<file path="src/hrsl_pkg.sv">
`timescale 1ns / 1ps

package hrsl_pkg;

    // score format and table shape
    localparam int SCORE_FRAC_BITS = 8;
    localparam int NUM_SPEEDS      = 4;
    localparam int ROW_COUNT       = 10;
    localparam int SCORE_W         = 16;
    localparam int ROW_W           = SCORE_W * NUM_SPEEDS;
    localparam int ROW_AW          = $clog2(ROW_COUNT);
    localparam int SCORE_ONE       = 1 << SCORE_FRAC_BITS;
    localparam int SCORE_MAX       = 32767;
    localparam int SCORE_MIN       = -32768;

    typedef logic signed [SCORE_W-1:0] t_score;
    typedef t_score [NUM_SPEEDS-1:0]   t_row;
    typedef logic [1:0]                t_speed;
    typedef logic [ROW_AW-1:0]         t_row_idx;

    typedef enum logic [2:0] {
        RISK_UNKNOWN  = 3'd0,
        RISK_CRITICAL = 3'd1,
        RISK_ELEVATED = 3'd2,
        RISK_WATCH    = 3'd3,
        RISK_STABLE   = 3'd4
    } t_risk;

    typedef enum logic [2:0] {
        CFG_EXPLORE_THRESHOLD = 3'd0,
        CFG_LEARN_RATE        = 3'd1,
        CFG_CRITICAL_HIGH     = 3'd2,
        CFG_CRITICAL_LOW      = 3'd3,
        CFG_ELEVATED_HIGH     = 3'd4,
        CFG_ELEVATED_LOW      = 3'd5,
        CFG_WATCH_HIGH        = 3'd6,
        CFG_CHANGE_LIMIT      = 3'd7
    } t_cfg_idx;

    localparam t_speed SPEED_SLOW   = 2'd0;
    localparam t_speed SPEED_MEDIUM = 2'd1;
    localparam t_speed SPEED_FAST   = 2'd2;
    localparam t_speed SPEED_URGENT = 2'd3;

    // last reported speed before any item went out
    localparam logic [2:0] LAST_SPEED_NONE = 3'd4;

    // rewards, saturated to the score range
    localparam int     REWARD_MISS_RAW = -10 * SCORE_ONE;
    localparam int     REWARD_HIT_RAW  = 2 * SCORE_ONE;
    localparam t_score REWARD_MISS     = (REWARD_MISS_RAW < SCORE_MIN) ?
                                         t_score'(SCORE_MIN) : t_score'(REWARD_MISS_RAW);
    localparam t_score REWARD_HIT      = (REWARD_HIT_RAW > SCORE_MAX) ?
                                         t_score'(SCORE_MAX) : t_score'(REWARD_HIT_RAW);
    // 0.3 per speed step below urgent, rounded half up
    localparam t_score REWARD_IDLE_SLOW   = t_score'((9 * SCORE_ONE + 5) / 10);
    localparam t_score REWARD_IDLE_MEDIUM = t_score'((6 * SCORE_ONE + 5) / 10);
    localparam t_score REWARD_IDLE_FAST   = t_score'((3 * SCORE_ONE + 5) / 10);
    localparam t_score REWARD_IDLE_URGENT = t_score'(5 / 10);

    function automatic t_score reward_for(input t_speed spd, input logic event_seen);
        t_score r;
        r = REWARD_IDLE_URGENT;
        if (event_seen && spd < SPEED_FAST) begin
            r = REWARD_MISS;
        end else if (event_seen) begin
            r = REWARD_HIT;
        end else begin
            unique case (spd)
                SPEED_SLOW:   r = REWARD_IDLE_SLOW;
                SPEED_MEDIUM: r = REWARD_IDLE_MEDIUM;
                SPEED_FAST:   r = REWARD_IDLE_FAST;
                SPEED_URGENT: r = REWARD_IDLE_URGENT;
                default:      r = REWARD_IDLE_URGENT;
            endcase
        end
        return r;
    endfunction

    // speed guessed for a risk class before any learning
    function automatic t_speed guess_speed(input t_risk risk);
        t_speed s;
        unique case (risk)
            RISK_CRITICAL: s = SPEED_URGENT;
            RISK_ELEVATED: s = SPEED_FAST;
            RISK_UNKNOWN:  s = SPEED_FAST;
            RISK_WATCH:    s = SPEED_MEDIUM;
            default:       s = SPEED_SLOW;
        endcase
        return s;
    endfunction

    // one-hot row held by a situation after reset
    function automatic t_row reset_row(input t_risk risk);
        t_row r;
        r = '0;
        r[guess_speed(risk)] = t_score'(SCORE_ONE);
        return r;
    endfunction

    // situation row: risk class times two plus trend
    function automatic t_row_idx situation(input t_risk risk, input logic trend);
        return t_row_idx'({risk, trend});
    endfunction

endpackage

</file>
<file path="src/hrsl_ram.sv">
`timescale 1ns / 1ps

module hrsl_ram #(
    parameter int WIDTH = 64,
    parameter int DEPTH = 10
) (
    input  logic                     i_clk,
    input  logic                     i_we,
    input  logic [$clog2(DEPTH)-1:0] i_waddr,
    input  logic [WIDTH-1:0]         i_wdata,
    input  logic                     i_re,
    input  logic [$clog2(DEPTH)-1:0] i_raddr,
    output logic [WIDTH-1:0]         o_rdata
);

    logic [WIDTH-1:0] r_mem [DEPTH];
    logic [WIDTH-1:0] r_rdata;

    // write port
    always_ff @(posedge i_clk) begin
        if (i_we) begin
            r_mem[i_waddr] <= i_wdata;
        end
    end

    // registered read, old data on a same-address write
    always_ff @(posedge i_clk) begin
        if (i_re) begin
            r_rdata <= r_mem[i_raddr];
        end
    end

    assign o_rdata = r_rdata;

endmodule

</file>
<file path="src/heart_rate_speed_learning_policy.sv">
`timescale 1ns / 1ps

// Heart-rate speed policy with a learned score table. Each input item is one
// heart-rate sample; each yields exactly one result item, which passes through
// the stage 1, stage 2 and output registers after it is accepted. One item is
// taken per cycle when the output is not stalled, except that an item whose
// situation (risk class and trend) matches the item still in stage 1 is held
// until that item moves on: the ten score rows live in a single-port-read RAM
// with a registered read, and the row is read, updated and written back. The
// score table needs no clearing pass after reset; a row not yet written reads
// as its one-hot reset value. Configuration registers may be written only
// while no item is in flight.
module heart_rate_speed_learning_policy (
    input  logic        i_clk,
    input  logic        i_rst_n,
    // configuration
    input  logic        i_cfg_we,
    input  logic [2:0]  i_cfg_index,
    input  logic [15:0] i_cfg_data,
    // input channel
    input  logic        i_in_valid,
    output logic        o_in_stall,
    input  logic [7:0]  i_heart_rate,
    input  logic [15:0] i_explore_draw,
    input  logic [1:0]  i_explore_speed,
    input  logic        i_lead_off,
    input  logic        i_learn_enable,
    input  logic        i_event_happened,
    // output channel
    output logic        o_out_valid,
    input  logic        i_out_stall,
    output logic [1:0]  o_speed,
    output logic [2:0]  o_risk_class,
    output logic        o_trend_changing,
    output logic        o_explored,
    output logic        o_speed_changed
);

    import hrsl_pkg::*;

    // configuration registers
    logic [15:0] r_explore_threshold;
    logic [7:0]  r_learn_rate;
    logic [7:0]  r_critical_high;
    logic [7:0]  r_critical_low;
    logic [7:0]  r_elevated_high;
    logic [7:0]  r_elevated_low;
    logic [7:0]  r_watch_high;
    logic [7:0]  r_change_limit;

    // running state
    logic [7:0]  r_prev_rate;
    logic [2:0]  r_last_speed;
    logic [ROW_COUNT-1:0] r_row_valid;

    // last row written, forwarded to a read issued at the same edge
    logic        r_fwd_valid;
    t_row_idx    r_fwd_row;
    t_row        r_fwd_data;

    // stage 0 classification
    t_risk       s0_risk;
    logic [7:0]  s0_diff;
    logic        s0_trend;
    t_row_idx    s0_row;
    logic        advance;
    logic        in_accept;

    // stage 1
    logic        r_s1_valid;
    t_row_idx    r_s1_row;
    t_risk       r_s1_risk;
    logic        r_s1_trend;
    logic        r_s1_explored;
    t_speed      r_s1_xspd;
    logic        r_s1_lead_off;
    logic        r_s1_learn;
    logic        r_s1_event;
    logic        r_s1_row_valid;
    logic [ROW_W-1:0] mem_rdata;
    t_row        s1_row_data;
    t_speed      s1_best;
    t_score      s1_best_score;
    t_speed      s1_pick;
    t_speed      s1_speed;
    t_score      s1_cur;
    t_score      s1_reward;
    logic signed [SCORE_W:0] s1_diff;

    // stage 2
    logic        r_s2_valid;
    t_row_idx    r_s2_row;
    t_row        r_s2_row_data;
    t_risk       r_s2_risk;
    logic        r_s2_trend;
    logic        r_s2_explored;
    t_speed      r_s2_speed;
    logic        r_s2_lead_off;
    logic        r_s2_learn;
    t_score      r_s2_cur;
    logic signed [SCORE_W:0] r_s2_diff;
    logic signed [SCORE_W+9:0] s2_prod;
    logic signed [SCORE_W+1:0] s2_step;
    logic signed [SCORE_W+1:0] s2_sum;
    t_score      s2_new_score;
    t_row        s2_new_row;
    t_speed      s2_out_speed;
    logic        mem_we;

    // output register
    logic        r_out_valid;
    t_speed      r_out_speed;
    t_risk       r_out_risk;
    logic        r_out_trend;
    logic        r_out_explored;
    logic        r_out_changed;

    localparam logic signed [SCORE_W+1:0] SUM_MAX = (SCORE_W + 2)'(SCORE_MAX);
    localparam logic signed [SCORE_W+1:0] SUM_MIN = (SCORE_W + 2)'(SCORE_MIN);

    // configuration writes
    always_ff @(posedge i_clk) begin
        if (!i_rst_n) begin
            r_explore_threshold <= 16'd13107;
            r_learn_rate        <= 8'd51;
            r_critical_high     <= 8'd140;
            r_critical_low      <= 8'd40;
            r_elevated_high     <= 8'd110;
            r_elevated_low      <= 8'd55;
            r_watch_high        <= 8'd95;
            r_change_limit      <= 8'd3;
        end else if (i_cfg_we) begin
            unique case (t_cfg_idx'(i_cfg_index))
                CFG_EXPLORE_THRESHOLD: r_explore_threshold <= i_cfg_data;
                CFG_LEARN_RATE:        r_learn_rate        <= i_cfg_data[7:0];
                CFG_CRITICAL_HIGH:     r_critical_high     <= i_cfg_data[7:0];
                CFG_CRITICAL_LOW:      r_critical_low      <= i_cfg_data[7:0];
                CFG_ELEVATED_HIGH:     r_elevated_high     <= i_cfg_data[7:0];
                CFG_ELEVATED_LOW:      r_elevated_low      <= i_cfg_data[7:0];
                CFG_WATCH_HIGH:        r_watch_high        <= i_cfg_data[7:0];
                CFG_CHANGE_LIMIT:      r_change_limit      <= i_cfg_data[7:0];
                default:               r_change_limit      <= r_change_limit;
            endcase
        end
    end

    // risk class of the incoming sample
    always_comb begin
        priority if (i_heart_rate == 8'd0) begin
            s0_risk = RISK_UNKNOWN;
        end else if (i_heart_rate > r_critical_high || i_heart_rate < r_critical_low) begin
            s0_risk = RISK_CRITICAL;
        end else if (i_heart_rate > r_elevated_high || i_heart_rate < r_elevated_low) begin
            s0_risk = RISK_ELEVATED;
        end else if (i_heart_rate > r_watch_high) begin
            s0_risk = RISK_WATCH;
        end else begin
            s0_risk = RISK_STABLE;
        end
    end

    // trend and situation row
    assign s0_diff  = (i_heart_rate > r_prev_rate) ? (i_heart_rate - r_prev_rate)
                                                   : (r_prev_rate - i_heart_rate);
    assign s0_trend = s0_diff > r_change_limit;
    assign s0_row   = situation(s0_risk, s0_trend);

    // pipeline moves when the output register is free or being taken;
    // hold an item whose row is still being updated one stage ahead
    assign advance    = !r_out_valid || !i_out_stall;
    assign o_in_stall = !advance || (r_s1_valid && r_s1_row == s0_row);
    assign in_accept  = i_in_valid && !o_in_stall;

    always_ff @(posedge i_clk) begin
        if (!i_rst_n) begin
            r_prev_rate <= '0;
        end else if (in_accept) begin
            r_prev_rate <= i_heart_rate;
        end
    end

    // score table
    hrsl_ram #(
        .WIDTH (ROW_W),
        .DEPTH (ROW_COUNT)
    ) u_score_ram (
        .i_clk   (i_clk),
        .i_we    (mem_we),
        .i_waddr (r_s2_row),
        .i_wdata (s2_new_row),
        .i_re    (in_accept),
        .i_raddr (s0_row),
        .o_rdata (mem_rdata)
    );

    // stage 1 registers
    always_ff @(posedge i_clk) begin
        if (!i_rst_n) begin
            r_s1_valid <= 1'b0;
        end else if (advance) begin
            r_s1_valid <= in_accept;
        end
    end

    always_ff @(posedge i_clk) begin
        if (in_accept) begin
            r_s1_row       <= s0_row;
            r_s1_risk      <= s0_risk;
            r_s1_trend     <= s0_trend;
            r_s1_explored  <= i_explore_draw < r_explore_threshold;
            r_s1_xspd      <= i_explore_speed;
            r_s1_lead_off  <= i_lead_off;
            r_s1_learn     <= i_learn_enable;
            r_s1_event     <= i_event_happened;
            r_s1_row_valid <= r_row_valid[s0_row];
        end
    end

    // current row: forwarded write, stored row, or reset value
    always_comb begin
        priority if (r_fwd_valid && r_fwd_row == r_s1_row) begin
            s1_row_data = r_fwd_data;
        end else if (r_s1_row_valid) begin
            s1_row_data = t_row'(mem_rdata);
        end else begin
            s1_row_data = reset_row(r_s1_risk);
        end
    end

    // best score, lowest index wins ties
    always_comb begin
        s1_best       = SPEED_SLOW;
        s1_best_score = s1_row_data[0];
        for (int i = 1; i < NUM_SPEEDS; i++) begin
            if (s1_row_data[i] > s1_best_score) begin
                s1_best       = t_speed'(i);
                s1_best_score = s1_row_data[i];
            end
        end
    end

    // explore choice and safety floors
    assign s1_pick = r_s1_explored ? r_s1_xspd : s1_best;

    always_comb begin
        priority if (r_s1_risk == RISK_CRITICAL) begin
            s1_speed = SPEED_URGENT;
        end else if ((r_s1_risk == RISK_ELEVATED || r_s1_risk == RISK_UNKNOWN)
                     && s1_pick < SPEED_FAST) begin
            s1_speed = SPEED_FAST;
        end else begin
            s1_speed = s1_pick;
        end
    end

    // error between reward and the chosen score
    assign s1_cur    = s1_row_data[s1_speed];
    assign s1_reward = reward_for(s1_speed, r_s1_event);
    assign s1_diff   = (SCORE_W + 1)'(s1_reward) - (SCORE_W + 1)'(s1_cur);

    // stage 2 registers
    always_ff @(posedge i_clk) begin
        if (!i_rst_n) begin
            r_s2_valid <= 1'b0;
        end else if (advance) begin
            r_s2_valid <= r_s1_valid;
        end
    end

    always_ff @(posedge i_clk) begin
        if (advance && r_s1_valid) begin
            r_s2_row      <= r_s1_row;
            r_s2_row_data <= s1_row_data;
            r_s2_risk     <= r_s1_risk;
            r_s2_trend    <= r_s1_trend;
            r_s2_explored <= r_s1_explored;
            r_s2_speed    <= s1_speed;
            r_s2_lead_off <= r_s1_lead_off;
            r_s2_learn    <= r_s1_learn;
            r_s2_cur      <= s1_cur;
            r_s2_diff     <= s1_diff;
        end
    end

    // learning step: floor(rate * error / 256), saturated sum
    assign s2_prod = $signed({1'b0, r_learn_rate}) * r_s2_diff;
    assign s2_step = s2_prod[SCORE_W+9:8];
    assign s2_sum  = (SCORE_W + 2)'(r_s2_cur) + s2_step;

    always_comb begin
        priority if (s2_sum > SUM_MAX) begin
            s2_new_score = t_score'(SCORE_MAX);
        end else if (s2_sum < SUM_MIN) begin
            s2_new_score = t_score'(SCORE_MIN);
        end else begin
            s2_new_score = s2_sum[SCORE_W-1:0];
        end
    end

    always_comb begin
        s2_new_row             = r_s2_row_data;
        s2_new_row[r_s2_speed] = s2_new_score;
    end

    assign mem_we = advance && r_s2_valid && r_s2_learn;

    // row written flags and forwarding register
    always_ff @(posedge i_clk) begin
        if (!i_rst_n) begin
            r_row_valid <= '0;
            r_fwd_valid <= 1'b0;
        end else if (mem_we) begin
            r_row_valid[r_s2_row] <= 1'b1;
            r_fwd_valid           <= 1'b1;
        end
    end

    always_ff @(posedge i_clk) begin
        if (mem_we) begin
            r_fwd_row  <= r_s2_row;
            r_fwd_data <= s2_new_row;
        end
    end

    // lead-off raises a slow reported speed to medium
    assign s2_out_speed = (r_s2_lead_off && r_s2_speed == SPEED_SLOW) ? SPEED_MEDIUM
                                                                       : r_s2_speed;

    // output register and last reported speed
    always_ff @(posedge i_clk) begin
        if (!i_rst_n) begin
            r_out_valid  <= 1'b0;
            r_last_speed <= LAST_SPEED_NONE;
        end else if (advance) begin
            r_out_valid <= r_s2_valid;
            if (r_s2_valid) begin
                r_last_speed <= {1'b0, s2_out_speed};
            end
        end
    end

    always_ff @(posedge i_clk) begin
        if (advance && r_s2_valid) begin
            r_out_speed    <= s2_out_speed;
            r_out_risk     <= r_s2_risk;
            r_out_trend    <= r_s2_trend;
            r_out_explored <= r_s2_explored;
            r_out_changed  <= {1'b0, s2_out_speed} != r_last_speed;
        end
    end

    assign o_out_valid      = r_out_valid;
    assign o_speed          = r_out_speed;
    assign o_risk_class     = r_out_risk;
    assign o_trend_changing = r_out_trend;
    assign o_explored       = r_out_explored;
    assign o_speed_changed  = r_out_changed;

    // forwarded row is always one that has been written
    assert property (@(posedge i_clk) disable iff (!i_rst_n)
        r_fwd_valid |-> r_row_valid[r_fwd_row])
        else $error("forwarded row not marked written");

    // a score write comes from an item that moves into the output register
    assert property (@(posedge i_clk) disable iff (!i_rst_n)
        mem_we |=> o_out_valid)
        else $error("score written without a result item");

    // critical risk always reports urgent speed
    assert property (@(posedge i_clk) disable iff (!i_rst_n)
        (o_out_valid && o_risk_class == RISK_CRITICAL) |-> o_speed == SPEED_URGENT)
        else $error("critical item below urgent speed");

    // elevated or unknown risk reports at least fast speed
    assert property (@(posedge i_clk) disable iff (!i_rst_n)
        (o_out_valid && (o_risk_class == RISK_ELEVATED || o_risk_class == RISK_UNKNOWN))
        |-> o_speed >= SPEED_FAST)
        else $error("safety floor missed");

endmodule
</file>
<file path="config.mk">
export PLATFORM = sky130hd
export DESIGN_NAME = heart_rate_speed_learning_policy
export DESIGN_NICKNAME = d
export VERILOG_FILES = /design/src/hrsl_pkg.sv /design/src/hrsl_ram.sv /design/src/heart_rate_speed_learning_policy.sv
export SDC_FILE = /design/constraint.sdc
export NUM_CORES = 2
export LEC_CHECK = 0
export ABC_AREA = 1
export BUFFER_PORTS_ARGS = -buffer_cell sky130_fd_sc_hd__buf_4
export CAP_MARGIN = 0
export CORE_MARGIN = 4
export CORE_UTILIZATION = 45
export CTS_BUF_LIST = sky130_fd_sc_hd__clkbuf_8
export CTS_CLUSTER_DIAMETER = 200
export DETAILED_ROUTE_END_ITERATION = 16
export SLEW_MARGIN = 20
export SYNTH_ARGS = -nofsm -noshare
export SYNTH_HDL_FRONTEND = slang
export SYNTH_HIERARCHICAL = 1
export SYNTH_SLANG_ARGS = --single-unit
export TNS_END_PERCENT = 100
</file>
<file path="constraint.sdc">
create_clock -name i_clk -period 9.2 [get_ports i_clk]
set_input_delay 0.92 -clock i_clk [delete_from_list [all_inputs] [get_ports i_clk]]
set_output_delay 0.92 -clock i_clk [all_outputs]
set_load 0.02 [all_outputs]
</file>
==> flow_metrics.tcl <==
set metrics [dict create \
    status "completed" \
    synth_nets 5626 \
    cp_data_required_time_ns 9.80 \
    yosysSeqAreaShare_pct 56.7 \
    maxSlewHeadroom_pct 22.4 \
    dp.cells 6675 \
    tritoncts "yes" \
    first_global_vias 34400 \
    fp.dieH_um 344 \
    whs_path_depth 1 \
    cp.depth 59 \
    skew_ns 0.0738 \
    slowest_stage "edfxtp_1" \
    drt_first_pass_iters 8 \
    drtAntennaViolNets 0 \
    drive_gt1_share_pct 8.84 \
    finalHoldViolCount 0 \
    setup_violations 0 \
    layout_common_cells "nand2_1, inv_1, edfxtp_1, nand3_1, nor2_1" \
    max_freq_mhz 114 \
    yosysUniqueCellTypes 66 \
    cts_buffers 168 \
    path_common_cell "nand2_1" \
    clock_latency_ns 0.88 \
    grt_first_pass_wirelength_um 203000 \
    dieArea_mm2 0.119 \
    nets 5737 \
    crit_fanout 19 \
    via_count 36200 \
    async_flop_share_pct 0 \
    critPathMaxStageDelay_ns 0.41 \
    crit_buf_inv 7 \
    max_cap_viol_count 0 \
    synth_edf_count 897 \
    finalNonFillerCells 7001 \
    num_rows 123 \
    drc 0 \
    dp_hpwl_um 81300 \
    cts_buffer_depth 3 \
    fp.dieW_um 344 \
    netlist_area_mm2 0.0509 \
    track_usage_pct 22.2 \
    grt_max_degree 153 \
    hold_class "in -> reg" \
    synth_area_per_cell_um2 9.69 \
    dp_slack_ns -0.196 \
    start_util_pct 45.3 \
    place_congestion 0.936 \
    wl_um 133000 \
    numClockSinks 994 \
    worstSetupPathType "reg -> reg" \
    antenna_found_initial 3 \
    cp-start-kind "flop" \
    wl_per_cell_um 19.1 \
    crit_family "simple AND/OR/NAND/NOR gates" \
    grt_remaining_overflow 0 \
    synth_warnings 6 \
    coreArea_mm2 0.112 \
    fin_crit_sh_pct 95.1 \
    htreeDepth 4 \
    ys_ff_latch 994 \
    layout_setup_ws_ns 0.449 \
    vias_per_cell 5.17 \
    period_minus_slack_ns 8.75 \
    worstMarginPinSlew_ns 1.16 \
    ys.flop_type "edfxtp_1" \
    root_buffer "clkbuf_8" \
    fill_cells 10200 \
    layout_commonest_cell "nand2_1" \
    maxSlewViolCount 0 \
    r2r_cells 59 \
    io_pins 63 \
    io_buffers 62 \
    cp_data_arrival_time_ns 9.35 \
    clk_pin_slew_worst_paths_ns 0.06 \
    critPathCaptureType "flop" \
    drt-initial-drc-count 3387 \
    synthCells 5256 \
    area.growth.synth_to_final_pct 11.1 \
]
[registers in the layout, indices dropped and copies added (netlist names), 10 cells and up]
register and cells:
r_s2_row_data 64, r_s2_cur 16, r_fwd_data 64, r_row_valid 10
u_score_ram/r_mem 640, u_score_ram/o_rdata 64, r_explore_threshold 16, r_s2_diff 17
[repair_timing]
action,CTS,global route
pin swaps,0,16
hold endpoints to repair,0,0
buffers inserted,0,14
cloned,0,8
hold buffers,0,0
resized for setup,2,77
endpoints found under the setup margin,6,15
[layout make-up]
cell class                 count  area (µm²)  share of cell area [%]
sequential                   994       28900                    51.0
multi-input combinational   3153       17800                    31.4
inverter                     887        3380                    5.96
clock buffer                 174        2390                    4.23
tap                         1500        1880                    3.31
timing repair buffer         163        1550                    2.73
clock inverter               127         757                    1.34
antenna                        3        7.51                  0.0133
[per-layer routing]
| metal | vias up | track usage (%) | wire length, µm |
|---|---|---|---|
| met3 | 181 | 3.38 | 8400 |
| met5 | - | 0 | 0 |
| met4 | 0 | 5.56 | 2340 |
| met2 | 1152 | 35.9 | 62000 |
| li1 | 17300 | - | - |
| met1 | 17500 | 31.5 | 60700 |
[through the flow]
| step | hold slack (ns) | cell area (µm²) | setup TNS (ns) | utilization, % |
|---|---|---|---|---|
| 2_1_floorplan | 0.400 | 50900 | 0 | - |
| 3_3_place_gp | 0.405 | 52900 | -0.00339 | 47.0 |
| 3_5_place_dp | 0.409 | 52900 | -0.781 | 47.0 |
| 4_1_cts | 0.176 | 56100 | 0 | 49.9 |
| 5_1_grt | 0.201 | 56600 | -0.321 | 50.3 |
| 6_report | 0.258 | 56600 | 0 | 50.3 |
[synth_stat cells, types with 3 or more instances]
| cell type | instances | area (µm²) |
|---|---|---|
| o21ai_0 | 224 | 1120 |
| xor2_1 | 35 | 307 |
| a32oi_1 | 13 | 114 |
| nand3b_1 | 5 | 37.5 |
| nand4_1 | 11 | 68.8 |
| a31oi_1 | 12 | 75.1 |
| a21o_1 | 12 | 90.1 |
| buf_6 | 18 | 203 |
| a221oi_1 | 4 | 35.0 |
| inv_1 | 880 | 3300 |
| dfxtp_1 | 97 | 1940 |
| nand3_1 | 499 | 2500 |
| buf_2 | 57 | 285 |
| edfxtp_1 | 897 | 26900 |
| fa_1 | 111 | 2220 |
| ha_1 | 206 | 2580 |
| nand2_1 | 1463 | 5490 |
| clkbuf_1 | 90 | 338 |
| nor3_2 | 3 | 30.0 |
| nand2_2 | 15 | 93.8 |
| buf_1 | 30 | 113 |
| nor3_1 | 6 | 30.0 |
| o21bai_1 | 3 | 22.5 |
| nor2_1 | 262 | 983 |
| clkbuf_8 | 3 | 41.3 |
| nand2_4 | 13 | 146 |
| o21ai_1 | 4 | 20.0 |
| nor4_1 | 3 | 18.8 |
| o211ai_1 | 30 | 225 |
| buf_4 | 12 | 90.1 |
| xnor2_1 | 19 | 166 |
| a21oi_1 | 157 | 786 |
| nand3_2 | 4 | 40.0 |
| clkbuf_2 | 8 | 40.0 |
| a211oi_1 | 5 | 37.5 |
[logic make-up after synthesis]
kind of cell,after synthesis,synth area share (%)
AO/OA/AOI/OAI,486,5.37
adder cells (fa/ha/maj),317,9.42
multiplexers,2,0.0393
AND/OR/NAND/NOR,2292,18.7
flip-flops,994,56.7
buffers and inverters,1110,8.87
XOR/XNOR,55,0.960
[worst paths after layout]
check / slack (ns) / startpoint / to
max: 0.45 / r_s1_row[2] / r_s2_diff[14]
min: 0.26 / i_explore_speed[1] / r_s1_xspd[1]
max reg2reg: 0.45 / r_s1_row[2] / r_s2_diff[14]
min reg2reg: 0.39 / r_s1_learn / r_s2_learn
Power is left out: the tool's default activity adds up to more than one toggle a clock period on the data nets, which glitch-free logic cannot reach.
